`config.mk`:
```
export PLATFORM = sky130hd
export DESIGN_NAME = cc20_queue
export DESIGN_NICKNAME = d
export VERILOG_FILES = /design/src/design/cc20_pkg.sv /design/src/design/cc20_queue.sv
export SDC_FILE = /design/constraint.sdc
export NUM_CORES = 1
export LEC_CHECK = 0
export ABC_AREA = 1
export BUFFER_PORTS_ARGS = -buffer_cell sky130_fd_sc_hd__buf_4
export CAP_MARGIN = 20
export CORE_ASPECT_RATIO = 1.4
export CORE_MARGIN = 1
export CORE_UTILIZATION = 41
export CTS_CLUSTER_SIZE = 28
export DETAILED_ROUTE_END_ITERATION = 8
export PLACE_DENSITY = 0.58
export REMOVE_ABC_BUFFERS = 1
export SLEW_MARGIN = 20
export SYNTH_ARGS = -nofsm -noshare
export SYNTH_HDL_FRONTEND = slang
export SYNTH_SLANG_ARGS = --single-unit
```
`constraint.sdc`:
```
create_clock -name i_clk -period 3.6 [get_ports i_clk]
set_clock_uncertainty 0.1 [all_clocks]
set_input_delay 0.54 -clock i_clk [delete_from_list [all_inputs] [get_ports i_clk]]
set_output_delay 0.54 -clock i_clk [all_outputs]
set_load 0.02 [all_outputs]
```
`src/design/cc20_pkg.sv`:
```
package cc20_pkg;

    localparam int unsigned QUEUE_DEPTH_DEF = 4;

    localparam int unsigned DROUNDS = 10;
    localparam int unsigned DROUND_W = $clog2(DROUNDS);

    localparam logic [3:0][31:0] SIGMA = {
        32'h6b206574, 32'h79622d32, 32'h3320646e, 32'h61707865
    };

    localparam int unsigned CFG_IDX_W = 3;

    typedef enum logic [CFG_IDX_W-1:0] {
        CFG_KEY_01,
        CFG_KEY_23,
        CFG_KEY_45,
        CFG_KEY_67,
        CFG_NONCE_01,
        CFG_NONCE_2,
        CFG_START_CTR
    } t_cfg_idx;

    typedef struct packed {
        logic [7:0][31:0] key;
        logic [2:0][31:0] nonce;
        logic [31:0]      start_ctr;
    } t_cfg;

    // one queued byte request, tagged by the front end
    typedef struct packed {
        logic [7:0] data;
        logic       last;
        logic [5:0] pos;
        logic       start;
    } t_entry;

    function automatic logic [31:0] rotl(input logic [31:0] v, input int unsigned s);
        return (v << s) | (v >> (32 - s));
    endfunction

endpackage

```
`src/design/cc20_queue.sv`:
```
module cc20_queue #(
    parameter int unsigned DEPTH = cc20_pkg::QUEUE_DEPTH_DEF
) (
    input  logic             i_clk,
    input  logic             i_rst_n,
    input  logic             i_wr_valid,
    output logic             o_wr_ready,
    input  cc20_pkg::t_entry i_wr_entry,
    output logic             o_rd_valid,
    input  logic             i_rd_ready,
    output cc20_pkg::t_entry o_rd_entry
);
    import cc20_pkg::*;

    localparam int unsigned AW = $clog2(DEPTH);
    localparam int unsigned CW = $clog2(DEPTH + 1);

    t_entry          r_mem [DEPTH];
    logic [AW-1:0]   r_wr_ptr;
    logic [AW-1:0]   r_rd_ptr;
    logic [CW-1:0]   r_count;
    logic            push;
    logic            pop;

    assign o_wr_ready = r_count != CW'(DEPTH);
    assign o_rd_valid = r_count != '0;
    assign o_rd_entry = r_mem[r_rd_ptr];
    assign push       = i_wr_valid && o_wr_ready;
    assign pop        = o_rd_valid && i_rd_ready;

    always_ff @(posedge i_clk) begin
        if (push) begin
            r_mem[r_wr_ptr] <= i_wr_entry;
        end
    end

    always_ff @(posedge i_clk) begin
        if (!i_rst_n) begin
            r_wr_ptr <= '0;
            r_rd_ptr <= '0;
            r_count  <= '0;
        end else begin
            if (push) begin
                r_wr_ptr <= (r_wr_ptr == AW'(DEPTH - 1)) ? '0 : r_wr_ptr + 1'b1;
            end
            if (pop) begin
                r_rd_ptr <= (r_rd_ptr == AW'(DEPTH - 1)) ? '0 : r_rd_ptr + 1'b1;
            end
            if (push && !pop) begin
                r_count <= r_count + 1'b1;
            end else if (pop && !push) begin
                r_count <= r_count - 1'b1;
            end
        end
    end

endmodule

```
==> report_table.html <==
<table>
<tr><th>Metric</th><th>Value</th></tr>
<tr><th colspan="2">Timing</th></tr>
<tr><td>Max Freq</td><td>about 390 MHz</td></tr>
<tr><td>Tmin final</td><td>about 2.6 ns</td></tr>
<tr><td>Setup violation total in the final timing report</td><td>0</td></tr>
<tr><td>Max-slew violations</td><td>0</td></tr>
<tr><td>Worst-case headroom to the max-slew limit</td><td>around 57%</td></tr>
<tr><td>Final TNS setup</td><td>0 ns</td></tr>
<tr><td>Final setup margin</td><td>between 1 and 1.5 ns</td></tr>
<tr><td>Post-route clock period utilization</td><td>between 70% and 80%</td></tr>
<tr><td>Unrepaired setup endpoints after global routing</td><td>no</td></tr>
<tr><td>Worst Max-Slew Pin Slew</td><td>roughly 0.65 ns</td></tr>
<tr><td>Final hold vios</td><td>0</td></tr>
<tr><th colspan="2">Hold path</th></tr>
<tr><td>Type of the tightest min-delay check</td><td>input port to flip-flop</td></tr>
<tr><td>Min-Delay Path Depth</td><td>1</td></tr>
<tr><td>Endpoint, Worst Hold</td><td>r_mem[3][5]$_DFFE_PP_</td></tr>
<tr><td>Worst min-delay path startpoint</td><td>i_wr_entry[5]</td></tr>
<tr><th colspan="2">Clocking</th></tr>
<tr><td>Clock latency on the worst-skew pair</td><td>0.34 ns</td></tr>
<tr><td>Number of levels the H-tree was split into</td><td>3</td></tr>
<tr><td>Post-cts sizing count</td><td>0</td></tr>
<tr><td>Total CTS buffers</td><td>9</td></tr>
<tr><td>CTS sink cnt</td><td>73</td></tr>
<tr><td>Maximum buffer depth of the clock tree</td><td>2</td></tr>
<tr><td>Clock transition at the registers of the reported paths</td><td>0.07 ns</td></tr>
<tr><td>Root buffer cell</td><td>clkbuf_8</td></tr>
<tr><td>Quantity of hold-fixing buffers added after cts</td><td>0</td></tr>
<tr><td>Post-CTS setup buffer count</td><td>0</td></tr>
<tr><td>TritonCTS clock tree</td><td>yes</td></tr>
<tr><th colspan="2">Setup path</th></tr>
<tr><td>Critical path arrival</td><td>a little under 2 ns</td></tr>
<tr><td>Critical path, cell by cell</td><td>buf_4 &gt; inv_2 &gt; o21ai_0 &gt; o22ai_1 &gt; buf_4</td></tr>
<tr><td>Reg2Reg Capture Point</td><td>r_count[1]$_SDFFE_PN0P_</td></tr>
<tr><td>Startpoint class of the critical path</td><td>flip-flop</td></tr>
<tr><td>Req. time, crit path</td><td>~3 ns</td></tr>
<tr><td>Maximum fanout along the worst path</td><td>33</td></tr>
<tr><td>Max incr delay on CP</td><td>0.52 ns</td></tr>
<tr><td>Worst-case reg-to-reg path depth</td><td>9</td></tr>
<tr><td>Critical path's most frequent cell</td><td>buf_4</td></tr>
<tr><td>Slowest cell on the critical path</td><td>inv_2</td></tr>
<tr><td>Reg-to-reg slack, setup</td><td>roughly 1.7 ns</td></tr>
<tr><td>WS Path Type</td><td>flip-flop to output port</td></tr>
<tr><td>Reg-to-reg startpoint</td><td>r_count[1]$_SDFFE_PN0P_</td></tr>
<tr><td>Nature of the critical path endpoint</td><td>output port</td></tr>
<tr><th colspan="2">Floorplanning</th></tr>
<tr><td>Core area</td><td>between 7000 and 8000 sq um</td></tr>
<tr><td>Num rows</td><td>36</td></tr>
<tr><td>Effective utilization at floorplan</td><td>42.5%</td></tr>
<tr><td>Horiz. Die Dim</td><td>74.2 microns</td></tr>
<tr><td>Height of the chip</td><td>103 microns</td></tr>
<tr><td>Area of the die</td><td>between 7000 and 8000 sq um</td></tr>
<tr><td>Ports placed on the boundary</td><td>38</td></tr>
<tr><th colspan="2">Final layout</th></tr>
<tr><td>Relative area change from synthesis to final layout</td><td>19.4%</td></tr>
<tr><td>Non-filler instance count after layout</td><td>369</td></tr>
<tr><td>Layout Nets</td><td>296</td></tr>
<tr><td>Most frequent cells in the layout</td><td>edfxtp_1, nor2_1, buf_4</td></tr>
<tr><td>Most common cell after layout, fill and taps aside</td><td>edfxtp_1</td></tr>
<tr><td>Fraction of final layout cells sized beyond drive strength 1</td><td>29.6%</td></tr>
<tr><td>Diodes inserted</td><td>0</td></tr>
<tr><th colspan="2">Routing</th></tr>
<tr><td>Total wirelength of the detailed-routed design</td><td>5000 microns</td></tr>
<tr><td>DR vias/cell</td><td>4.67</td></tr>
<tr><td>Routed vias</td><td>1723</td></tr>
<tr><td>Drt drc</td><td>0</td></tr>
<tr><td>Iteration count of the initial detailed-routing pass</td><td>4</td></tr>
<tr><td>Antenna Violating Nets Remaining</td><td>0</td></tr>
<tr><td>DRT iter0 DRCs</td><td>around 70</td></tr>
<tr><td>Average wire length per cell after detail routing</td><td>13.6 microns</td></tr>
<tr><th colspan="2">Yosys</th></tr>
<tr><td>Cells after synthesis</td><td>224</td></tr>
<tr><td>Biggest area consumer among synthesized cells</td><td>edfxtp_1</td></tr>
<tr><td>Portion of the post-synthesis area used by sequential elements</td><td>70.3%</td></tr>
<tr><td>Syn Std Cell Area</td><td>roughly 3000 sq um</td></tr>
<tr><td>Area share of the largest cell type after synthesis</td><td>around 64%</td></tr>
<tr><td>Synthesis Warnings</td><td>0</td></tr>
<tr><td>Synth top area cells</td><td>edfxtp_1, dfxtp_1, nor2_1, o21ai_1, o21ai_2</td></tr>
<tr><td>Post-synthesis sequential element count</td><td>73</td></tr>
<tr><td>Synth cell types</td><td>22</td></tr>
<tr><td>Average cell area after synthesis</td><td>13.3 sq um</td></tr>
<tr><th colspan="2">Placed design</th></tr>
<tr><td>Placed wire-length estimate</td><td>3080 microns</td></tr>
<tr><td>Port Buffer Count</td><td>37</td></tr>
<tr><td>Final weighted congestion in routability-driven placement</td><td>0.700</td></tr>
<tr><td>Cells after DPL</td><td>353</td></tr>
<tr><td>Dpl ws</td><td>1.37 ns</td></tr>
<tr><th colspan="2">Run</th></tr>
<tr><td>Number of maximum-capacitance violations</td><td>0</td></tr>
<tr><th colspan="2">GRT</th></tr>
<tr><td>Maximum number of pins on one net before global-route repair</td><td>34</td></tr>
<tr><td>Initial antenna violation count</td><td>0</td></tr>
<tr><td>Overall fraction of global-route tracks in use</td><td>14.8%</td></tr>
<tr><td>Via count of the first global-routing pass</td><td>around 1700</td></tr>
<tr><td>Total gr overflow</td><td>0</td></tr>
<tr><td>Global-route wire length before repair</td><td>7890 microns</td></tr>
<tr><th colspan="2">Power</th></tr>
<tr><td>Power density over the cells</td><td>764 nW/um^2</td></tr>
<tr><td>Peak supply drop</td><td>0.432 mV</td></tr>
<tr><td>Leakage power</td><td>1.34 nW</td></tr>
<tr><th colspan="2">Run status</th></tr>
<tr><td>Result of the run</td><td>finished clean</td></tr>
</table>
[logic make-up after synthesis]
family | after synthesis | share of synthesized area, %
flops | 73 | 70.3
simple gates | 67 | 9.92
compound gates | 52 | 11.9
buf+inv | 25 | 4.69
fa+ha+maj | 7 | 3.18
[stage by stage]
stage	area [sq um]	hold slack, ns	util [%]	power, W
5_1_grt	3570	0.286	50.8	0.00289
3_3_place_gp	3350	0.428	47.6	0.00206
3_5_place_dp	3350	0.429	47.6	0.00207
4_1_cts	3570	0.286	50.8	0.00276
2_1_floorplan	2910	0.401	-	0.00172
6_report	3570	0.299	50.8	0.00273
[worst max-delay path: cells and delay by family, from the launching register on]
family,cells,cell delay (ns)
DFF,1,0.30
buffers and inverters,3,0.93
AOI/OAI and AO/OA,2,0.35
[cell type report]
| type | instances | area [sq um] |
|---|---|---|
| fill | 627 | 3460 |
| sequential | 73 | 2100 |
| multi-input combinational | 126 | 747 |
| timing repair buffer | 42 | 315 |
| clock buffer | 11 | 141 |
| tap | 95 | 119 |
| clock inverter | 5 | 80.1 |
| inverter | 17 | 63.8 |
[power breakdown]
| group | total (W) | internal (W) | switching [W] |
|---|---|---|---|
| sequential | 0.00111 | 0.00104 | 0.0000688 |
| combinational | 0.000926 | 0.000359 | 0.000567 |
| clock | 0.000693 | 0.000408 | 0.000285 |
[registers in the layout, indices dropped and copies added (netlist names), named ones only]
register / cells
r_mem: 64
r_count: 3
r_wr_ptr: 2
r_rd_ptr: 2
[synth_stat cells, drive strengths merged]
cell,n
fa,1
nand3b,1
nand3,1
inv,17
nor2,49
nand2,15
dfxtp,9
o22ai,16
edfxtp,64
o21ai,34
nand4,1
ha,6
a21oi,2
buf,8
[per-layer routing]
layer	vias to the layer above	GRT usage, %	part of all wire (%)	routed length, microns
met5	-	0	0	0
met4	0	9.02	1.7	83
met3	9	4.20	5.4	272
met2	37	25.6	53	2650
met1	797	15.6	40	2000
li1	880	-	-	-
[worst max path at each step]
stage / start / end / slack [ns]
CTS: flip-flop / o_rd_entry[8] / 1.01
detailed placement: flip-flop / o_rd_entry[8] / 1.37
global route: flip-flop / o_rd_entry[8] / 0.92
global placement: flip-flop / o_rd_entry[6] / 1.41
finish: flip-flop / o_rd_entry[8] / 1.03
floorplan: flip-flop / o_rd_entry[7] / 1.36
(Power assumes the default switching activity.)
