--- config.mk ---
export PLATFORM = sky130hd
export DESIGN_NAME = cc20_front
export DESIGN_NICKNAME = d
export VERILOG_FILES = /design/src/design/cc20_pkg.sv /design/src/design/cc20_front.sv
export SDC_FILE = /design/constraint.sdc
export NUM_CORES = 1
export LEC_CHECK = 0
export ABC_AREA = 1
export BUFFER_PORTS_ARGS = -buffer_cell sky130_fd_sc_hd__buf_2
export CORE_AREA = 2 2 39 41
export DETAILED_ROUTE_END_ITERATION = 10
export DIE_AREA = 0 0 41 43
export PLACE_DENSITY_LB_ADDON = 0.08
export SYNTH_ARGS = -nofsm -noshare
export SYNTH_HDL_FRONTEND = slang
export SYNTH_SLANG_ARGS = --single-unit
--- constraint.sdc ---
create_clock -name i_clk -period 2.2 [get_ports i_clk]
set_input_delay 0.11 -clock i_clk [delete_from_list [all_inputs] [get_ports i_clk]]
set_output_delay 0.11 -clock i_clk [all_outputs]
set_load 0.01 [all_outputs]
--- src/design/cc20_pkg.sv ---
package cc20_pkg;

    localparam int unsigned QUEUE_DEPTH_DEF = 4;

    localparam int unsigned DROUNDS = 10;
    localparam int unsigned DROUND_W = $clog2(DROUNDS);

    localparam logic [3:0][31:0] SIGMA = {
        32'h6b206574, 32'h79622d32, 32'h3320646e, 32'h61707865
    };

    localparam int unsigned CFG_IDX_W = 3;

    typedef enum logic [CFG_IDX_W-1:0] {
        CFG_KEY_01,
        CFG_KEY_23,
        CFG_KEY_45,
        CFG_KEY_67,
        CFG_NONCE_01,
        CFG_NONCE_2,
        CFG_START_CTR
    } t_cfg_idx;

    typedef struct packed {
        logic [7:0][31:0] key;
        logic [2:0][31:0] nonce;
        logic [31:0]      start_ctr;
    } t_cfg;

    // one queued byte request, tagged by the front end
    typedef struct packed {
        logic [7:0] data;
        logic       last;
        logic [5:0] pos;
        logic       start;
    } t_entry;

    function automatic logic [31:0] rotl(input logic [31:0] v, input int unsigned s);
        return (v << s) | (v >> (32 - s));
    endfunction

endpackage

--- src/design/cc20_front.sv ---
module cc20_front (
    input  logic             i_clk,
    input  logic             i_rst_n,
    input  logic             i_in_valid,
    output logic             o_in_ready,
    input  logic [7:0]       i_data_byte,
    input  logic             i_last_byte,
    output logic             o_ent_valid,
    input  logic             i_ent_ready,
    output cc20_pkg::t_entry o_ent
);
    import cc20_pkg::*;

    logic [5:0] r_pos;
    logic       r_in_msg;
    logic       accept;

    assign o_ent_valid = i_in_valid;
    assign o_in_ready  = i_ent_ready;
    assign accept      = i_in_valid && i_ent_ready;

    always_comb begin
        o_ent.data  = i_data_byte;
        o_ent.last  = i_last_byte;
        o_ent.pos   = r_pos;
        o_ent.start = !r_in_msg;
    end

    always_ff @(posedge i_clk) begin
        if (!i_rst_n) begin
            r_pos    <= '0;
            r_in_msg <= 1'b0;
        end else if (accept) begin
            r_pos    <= i_last_byte ? 6'd0 : r_pos + 6'd1;
            r_in_msg <= !i_last_byte;
        end
    end

endmodule

==> results.md, run 1 <==
- Max Root-Sink Buffers: 2
- Seq pwr share: 0.475
- Worst-path clk slew: 60 ps
- Die width: 41 um
- Ports: 31
- # rows: 14
- Pwr/cell area: 611 mW/mm^2
- Sequential Area: 140 sq um
- Via density: 4.49
- Hold_sp: i_rst_n
- Reg2reg setup slack: 1130 ps
- Worst setup startpoint: r_pos[1]
- Worst hold slack: 116 ps
- First drt pass iteration count: 4
- Startpoint types: flop
- Xor/xnor share of the synthesized area: 0
- IO buf count: 14
- First-pass GRT wire length: 1.23 mm
- Top cell type's share of synthesized area: 0.337
- Comb power frac: 0.086
- Die ar.: 0.00176 sq mm
- Starting density of the core: 0.300
- Final setup fails: 0
- Top delay family on crit path: flip-flops
- Maximum VDD drop: 303 uV
- TritonCTS clock tree: built
- Cell count after synthesis: 57
- Final period util: 0.486
- Synth Area in Compound Gates: 0.163
- Number of synthesized register bits: 7
- Worst setup EP type: flop
- Mean Syn Cell Area: 7.29 sq um
- Max Slew Vio Count: 0
- Cell variety after synth: 13
- Area Overhead vs Synth: 8.13%
- Num CTS Buffers: 3
- Area leader, netlist: dfxtp_1
- Post-Synthesis Cell Area: 415 sq um
- Initial antenna violation count: 0
- Max transition margin: 0.867
- Detail Route Antenna Nets: 0
- Slowest stage delay, CP: 390 ps
- HPWL after DPL: 645 um
- Min-Delay Path Class: in2reg
- Total power: 275 uW
- Fin crit period: 1070 ps
- RSZ-0062 raised after global routing: false
- Multi-input logic area: 170 sq um
- CP Class: reg2reg
- Routed len/inst: 10.8 um
- DRT iter0 DRCs: 6
- Fin. Hold Viols: 0
- Grt met3 use: 0.0471
- Largest family of logic cells by synthesized area: buffers and inverters
- Setup TNS: 0 ps
- Number of global-route vias before repair: 280
- Largest cells by area after synthesis: dfxtp_1 34%, buf_4 20%, nand2_1 12%
- Synth Area in Adders: 0.0301
- Leak pwr: 0.198 nW
- Largest net degree at the start of global routing: 9
- Yosys warns: 0
- Ant. Diodes: 0
- Actual slew at the worst max-slew pin: 198 ps
- Power share of the clock group: 0.439
- Critical path fanouts, max: 5
- Maxcap violations: 0
- GRT Util Overall: 0.112
- Core box area: 0.00138 sq mm
- PostCTS Resize Cnt: 0
- Cell Chain, Critical Path: ha_1, nand2_1, o21bai_1, o211ai_1, a21oi_1
- Worst endpoint required time: 2390 ps
- Clk Latency, worst-skew pair: 260 ps
- Post-synthesis sequential area ratio: 0.337
- Critical-path top delay cell: dfxtp_1
- DRC Markers: 0
- Post-CTS Setup Bufs: 0
- Root buf cell: clkbuf_4
- GPL Wtd Cong: 0.666
- CP Buf/Inv Count: 0
- Met1 Use GR: 0.126
- CTS Hold Bufs: 0
- Worst Path Arrival: 1260 ps
- Worst Skew: 5.29 ps
- Grt met2 use: 0.150
- Fmax: 936 MHz
- Simple logic cell fraction of the synthesized area: 0.217
- Sink Count: 7
- Chip Height: 43 um
- Post-layout nets: 79
- Layout cells sized above 1: 0.297
- Total gr overflow: 0
- Status: finished, final reports clean
- Synth Net Count: 71
- Reg-to-reg critical path startpoint: r_pos[1]
- Sw Pwr: 67.4 uW
- Htree depth: 1
- Switching part of the total: 0.245
- Routed wire length: 861 um
- Fillers: 168
- Internal power: 207 uW
- GR peak layer: met2
- Mux share of post-synthesis cell area: 0
- Via Count: 359
## final timing paths
kind | cells past startpoint | to
hold / removal | 3 | r_pos[2]
setup / recovery | 5 | r_pos[4]
setup reg to reg | 5 | r_pos[4]
hold reg to reg | 2 | r_in_msg
## Yosys cell counts
cell type	n
inv_1	6
nor2_1	1
a21oi_1	7
o21ai_0	2
nand3_1	4
nand2_2	1
o21bai_1	2
ha_1	1
buf_4	11
dfxtp_1	7
nand2_1	13
nor2_4	1
o211ai_1	1
## flip-flops by register name (all words and copies together) (netlist names)
name	count
r_in_msg	1
r_pos	6
## kinds of logic (layout without fill, tap and decap cells)
| logic type | Yosys count | after routing |
|---|---|---|
| AO/OA/AOI/OAI | 12 | 12 |
| adder cells (fa/ha/maj) | 1 | 1 |
| buffers and inverters | 17 | 24 |
| flip-flops | 7 | 7 |
| AND/OR/NAND/NOR | 20 | 20 |
## area by class of cell
class,count,area share
multi-input cells,33,0.379
flip-flops and latches,7,0.312
well taps,16,0.0446
repair buffers,14,0.156
clock buffers,4,0.0585
inverters,6,0.0501
## routing by layer
metal | part of all wire | vias up
met2 | 0.45 | 15
met3 | 0.077 | 3
li1 | - | 188
met1 | 0.45 | 153
met5 | 0 | -
met4 | 0.029 | 0
## per-stage QoR
stage,setup WS [ps],instance area (sq um),cells,util
global route,1000,449,80,0.325
CTS,1140,449,80,0.325
finish,1130,449,80,0.325
floorplan,1150,415,57,-
global placement,1170,423,76,0.306
detailed placement,1150,423,76,0.306
## power by group through the flow
| stage | Combinational, mW | Clock (mW) | Sequential [mW] |
|---|---|---|---|
| 2_1_floorplan | 0.0298 | 0 | 0.134 |
| 3_3_place_gp | 0.0244 | 0 | 0.133 |
| 3_5_place_dp | 0.0239 | 0 | 0.133 |
| 4_1_cts | 0.0242 | 0.126 | 0.130 |
| 5_1_grt | 0.0268 | 0.135 | 0.131 |
| 6_report | 0.0235 | 0.121 | 0.131 |
## cells in the final DEF (no fill, tap or decap), drive strengths merged
cell type  Yosys  layout
a21oi          7       7
buf           11      14
clkbuf         0       4
dfxtp          7       7
ha             1       1
inv            6       6
nand2         14      14
nand3          4       4
nor2           2       2
o211ai         1       1
o21ai          2       2
o21bai         2       2
## tightest hold or removal path, stage by stage
cell	delay, ps
buf_2	110
o21ai_0	60
a21oi_1	40
(Power assumes the default switching activity.)
==> run 2: changes to the inputs <==
- clock period: 2.2 -> 1.09 ns (I/O delays scaled with it)
==> results.md, run 2 (synthesis results as in run 1) <==
- DRC Markers: 0
- Starting density of the core: 0.300
- Reg-to-reg critical path startpoint: r_pos[1]
- Min-Delay Path Class: in2reg
- Worst hold slack: 65.2 ps
- Number of flip-flops in the largest register: 6
- Sink Count: 7
- Via density: 4.60
- Hold_sp: i_rst_n
- Maxcap violations: 0
- Hold Path Stages: 3
- CP Class: reg2reg
- Core box area: 0.00138 sq mm
- Routed wire length: 946 um
- Final period util: 0.940
- Post-CTS Setup Bufs: 0
- Status: finished, final reports clean
- Hold Path Sink: r_pos[0]
- First drt pass iteration count: 3
- Commonest cells after routing, fill and taps aside: 14 x buf_2, 13 x nand2_1, 7 x a21oi_1
- Startpoint types: flop
- RSZ-0062 raised after global routing: false
- Die width: 41 um
- Fin crit period: 1030 ps
- Ports: 31
- Htree depth: 1
- Largest net degree at the start of global routing: 9
- Initial antenna violation count: 0
- TritonCTS clock tree: built
- Worst Skew: 2.43 ps
- Reg2reg end: r_pos[4]
- IO buf count: 14
- HPWL after DPL: 678 um
- Die ar.: 0.00176 sq mm
- Clk Latency, worst-skew pair: 260 ps
- Maximum VDD drop: 566 uV
- Setup WS post-layout: 64.9 ps
- Via Count: 368
- # rows: 14
- Root buf cell: clkbuf_4
- Leak pwr: 0.197 nW
- Routed len/inst: 11.8 um
- Layout cells sized above 1: 0.344
- Chip Height: 43 um
- Critical path fanouts, max: 5
- Reg with most FFs: r_pos
- Total power: 558 uW
- CTS Hold Bufs: 0
- First-pass GRT wire length: 1.28 mm
- Ant. Diodes: 0
- Total gr overflow: 0
- Max Root-Sink Buffers: 2
- Regs by FF count: r_pos (6), r_in_msg (1)
- Number of global-route vias before repair: 309
- R2R depth: 5
- Max Slew Vio Count: 0
- Max transition margin: 0.868
- Actual slew at the worst max-slew pin: 197 ps
- Worst Path Arrival: 1220 ps
- Fmax: 976 MHz
- Post-layout nets: 79
- Reg2reg setup slack: 60 ps
- Fin. Hold Viols: 0
- Post-placement cell count: 76
- DRT iter0 DRCs: 7
- Final setup fails: 0
- Setup TNS: 0 ps
- Detail Route Antenna Nets: 0
- Worst endpoint required time: 1280 ps
- Worst setup EP type: flop
- Non-filler instance count after layout: 80
- Worst-path clk slew: 60 ps
- Pwr/cell area: 1190 mW/mm^2
- GPL Wtd Cong: 0.663
- Num CTS Buffers: 3
- Commonest non-fill, non-tap cell in the layout: buf_2
- Area Overhead vs Synth: 13.0%
- Worst slack at placement: 23.5 ps
- GRT Util Overall: 0.114
## run 2: worst max-delay path: stages, from the launching register on
cell	delay (ps)
dfxtp_4	370
ha_4	130
nand2_1	70
o21bai_1	150
o211ai_1	100
a21oi_1	140
## run 2: power by group
part | leakage (nW) | internal, mW | switching [mW]
logic | 0.124 | 0.0190 | 0.0301
clock network | 0.0150 | 0.140 | 0.106
registers | 0.0581 | 0.257 | 0.00463
## run 2: timing repair
action,CTS,global route
hold endpoints to repair,0,0
resized for setup,0,6
endpoints found under the setup margin,0,1
## run 2: stage by stage
step,area [sq um],util
detailed placement,423,0.306
floorplan,415,-
global placement,423,0.306
finish,469,0.339
global route,469,0.339
CTS,449,0.325
## run 2: layout make-up
cell class              count  area, sq um
inverters                   6         22.5
clock buffers               4         26.3
well taps                  16         20.0
repair buffers             14         70.1
flip-flops and latches      7          148
multi-input cells          33          183
fillers                   161          915
## run 2: metal layers
layer  vias up  track usage  share of wire
li1        187            -              -
met2        15        0.141           0.46
met1       161        0.153           0.42
met4         0        0.120          0.044
met5         -            0              0
met3         5       0.0157          0.073
## run 2: worst max path at each step
stage / start / to / cells past startpoint
6_report: r_pos[1] / r_pos[4] / 5
5_1_grt: r_pos[1] / r_pos[4] / 5
4_1_cts: r_pos[1] / r_pos[4] / 5
3_5_place_dp: r_pos[1] / r_pos[4] / 5
3_3_place_gp: r_pos[1] / r_pos[4] / 5
2_1_floorplan: r_pos[1] / r_pos[4] / 5
==> run 3: changes to the inputs <==
- BUFFER_PORTS_ARGS: -buffer_cell sky130_fd_sc_hd__buf_2 -> -buffer_cell sky130_fd_sc_hd__buf_4
==> results.md, run 3 (synthesis results as in run 1) <==
- Status: finished, final reports clean
- CTS Hold Bufs: 0
- Placement Cell Area: 458 sq um
- Total power: 559 uW
- Sink Count: 7
- Fin crit period: 1010 ps
- Seq pwr share: 0.472
- Regs by FF count: r_pos (6), r_in_msg (1)
- Starting density of the core: 0.300
- RSZ-0062 raised after global routing: false
- Leak pwr: 0.206 nW
- Via Count: 351
- Power share of the clock group: 0.426
- Number of flip-flops in the largest register: 6
- Reg2reg end: r_pos[4]
- GPL Wtd Cong: 0.684
- Ports: 31
- DRC Markers: 0
- Sw Pwr: 131 uW
- Reg-to-reg critical path startpoint: r_pos[1]
- Worst endpoint required time: 1270 ps
- Internal power: 428 uW
- Switching part of the total: 0.235
- Ant. Diodes: 0
- Worst setup EP type: flop
- Max Slew Vio Count: 0
- Root buf cell: clkbuf_4
- Die width: 41 um
- Worst-path clk slew: 50 ps
- Routed len/inst: 10.8 um
- Initial antenna violation count: 0
- GRT Util Overall: 0.116
- Detail Route Antenna Nets: 0
- Critical path fanouts, max: 5
- TritonCTS clock tree: built
- Htree depth: 1
- Clk Latency, worst-skew pair: 250 ps
- Final period util: 0.930
- Hold Path Stages: 3
- Min-Delay Path Class: in2reg
- Worst hold slack: 71.4 ps
- Commonest non-fill, non-tap cell in the layout: buf_4
- Via density: 4.39
- Hold_sp: i_rst_n
- DRT iter0 DRCs: 4
- Area Overhead vs Synth: 17.5%
- # rows: 14
- First drt pass iteration count: 2
- Routed wire length: 864 um
- Startpoint types: flop
- R2R depth: 5
- Fmax: 987 MHz
- Hold Path Sink: r_pos[2]
- Worst Path Arrival: 1200 ps
- Die ar.: 0.00176 sq mm
- Total gr overflow: 0
- Max Root-Sink Buffers: 2
- Actual slew at the worst max-slew pin: 192 ps
- Maximum VDD drop: 608 uV
- Fin. Hold Viols: 0
- Final setup fails: 0
- Reg2reg setup slack: 80 ps
- Reg with most FFs: r_pos
- Commonest cells after routing, fill and taps aside: 14 x buf_4, 13 x nand2_1, 7 x a21oi_1
- Num CTS Buffers: 3
- PostCTS Resize Cnt: 0
- Pwr/cell area: 1150 mW/mm^2
- Chip Height: 43 um
- Setup TNS: 0 ps
- Core box area: 0.00138 sq mm
- Post-layout nets: 79
- Worst Skew: 0.664 ps
- First-pass GRT wire length: 1.35 mm
- HPWL after DPL: 657 um
- Comb power frac: 0.102
- Maxcap violations: 0
- Layout cells sized above 1: 0.344
- IO buf count: 14
- Finished Cell Area: 488 sq um
- CP Class: reg2reg
- Max transition margin: 0.872
- Number of global-route vias before repair: 324
- Post-CTS Setup Bufs: 0
- Largest net degree at the start of global routing: 9
## run 3: layout make-up
| class | count | area, sq um |
|---|---|---|
| Fill cell | 158 | 896 |
| Multi-Input combinational cell | 33 | 170 |
| Sequential cell | 7 | 144 |
| Timing Repair Buffer | 14 | 105 |
| Clock buffer | 4 | 26.3 |
| Inverter | 6 | 22.5 |
| Tap cell | 16 | 20.0 |
## run 3: critical path, cell delays in order (launching register included)
cell and delay [ps]:
dfxtp_2 360, ha_1 170, nand2_1 80, o21bai_1 130
o211ai_1 90, a21oi_1 120
## run 3: worst max-delay path by stage
stage	start	end	slack, ps	depth (start not counted)
detailed placement	r_pos[1]	r_pos[4]	30	5
floorplan	r_pos[1]	r_pos[4]	40	5
finish	r_pos[1]	r_pos[4]	80	5
global placement	r_pos[1]	r_pos[4]	60	5
global route	r_pos[1]	r_pos[4]	7	5
CTS	r_pos[1]	r_pos[4]	20	5
## run 3: power by group through the flow
stage | registers (mW) | logic [mW] | clock network, mW
after floorplan | 0.270 | 0.0601 | 0
after global placement | 0.269 | 0.0586 | 0
after detailed placement | 0.269 | 0.0579 | 0
after CTS | 0.263 | 0.0583 | 0.253
after global routing | 0.264 | 0.0652 | 0.267
final | 0.264 | 0.0568 | 0.238
## run 3: per-layer routing
metal,GRT usage,share of wire
met1,0.136,0.44
met4,0.0800,0.0069
met2,0.181,0.48
met3,0.0157,0.071
met5,0,0
## run 3: metrics by stage
| stage | cells | setup slack, ps | utilization |
|---|---|---|---|
| 2_1_floorplan | 57 | 39.9 | - |
| 3_3_place_gp | 76 | 56.0 | 0.331 |
| 3_5_place_dp | 76 | 26.4 | 0.331 |
| 4_1_cts | 80 | 18.8 | 0.350 |
| 5_1_grt | 80 | 6.81 | 0.353 |
| 6_report | 80 | 76.8 | 0.353 |
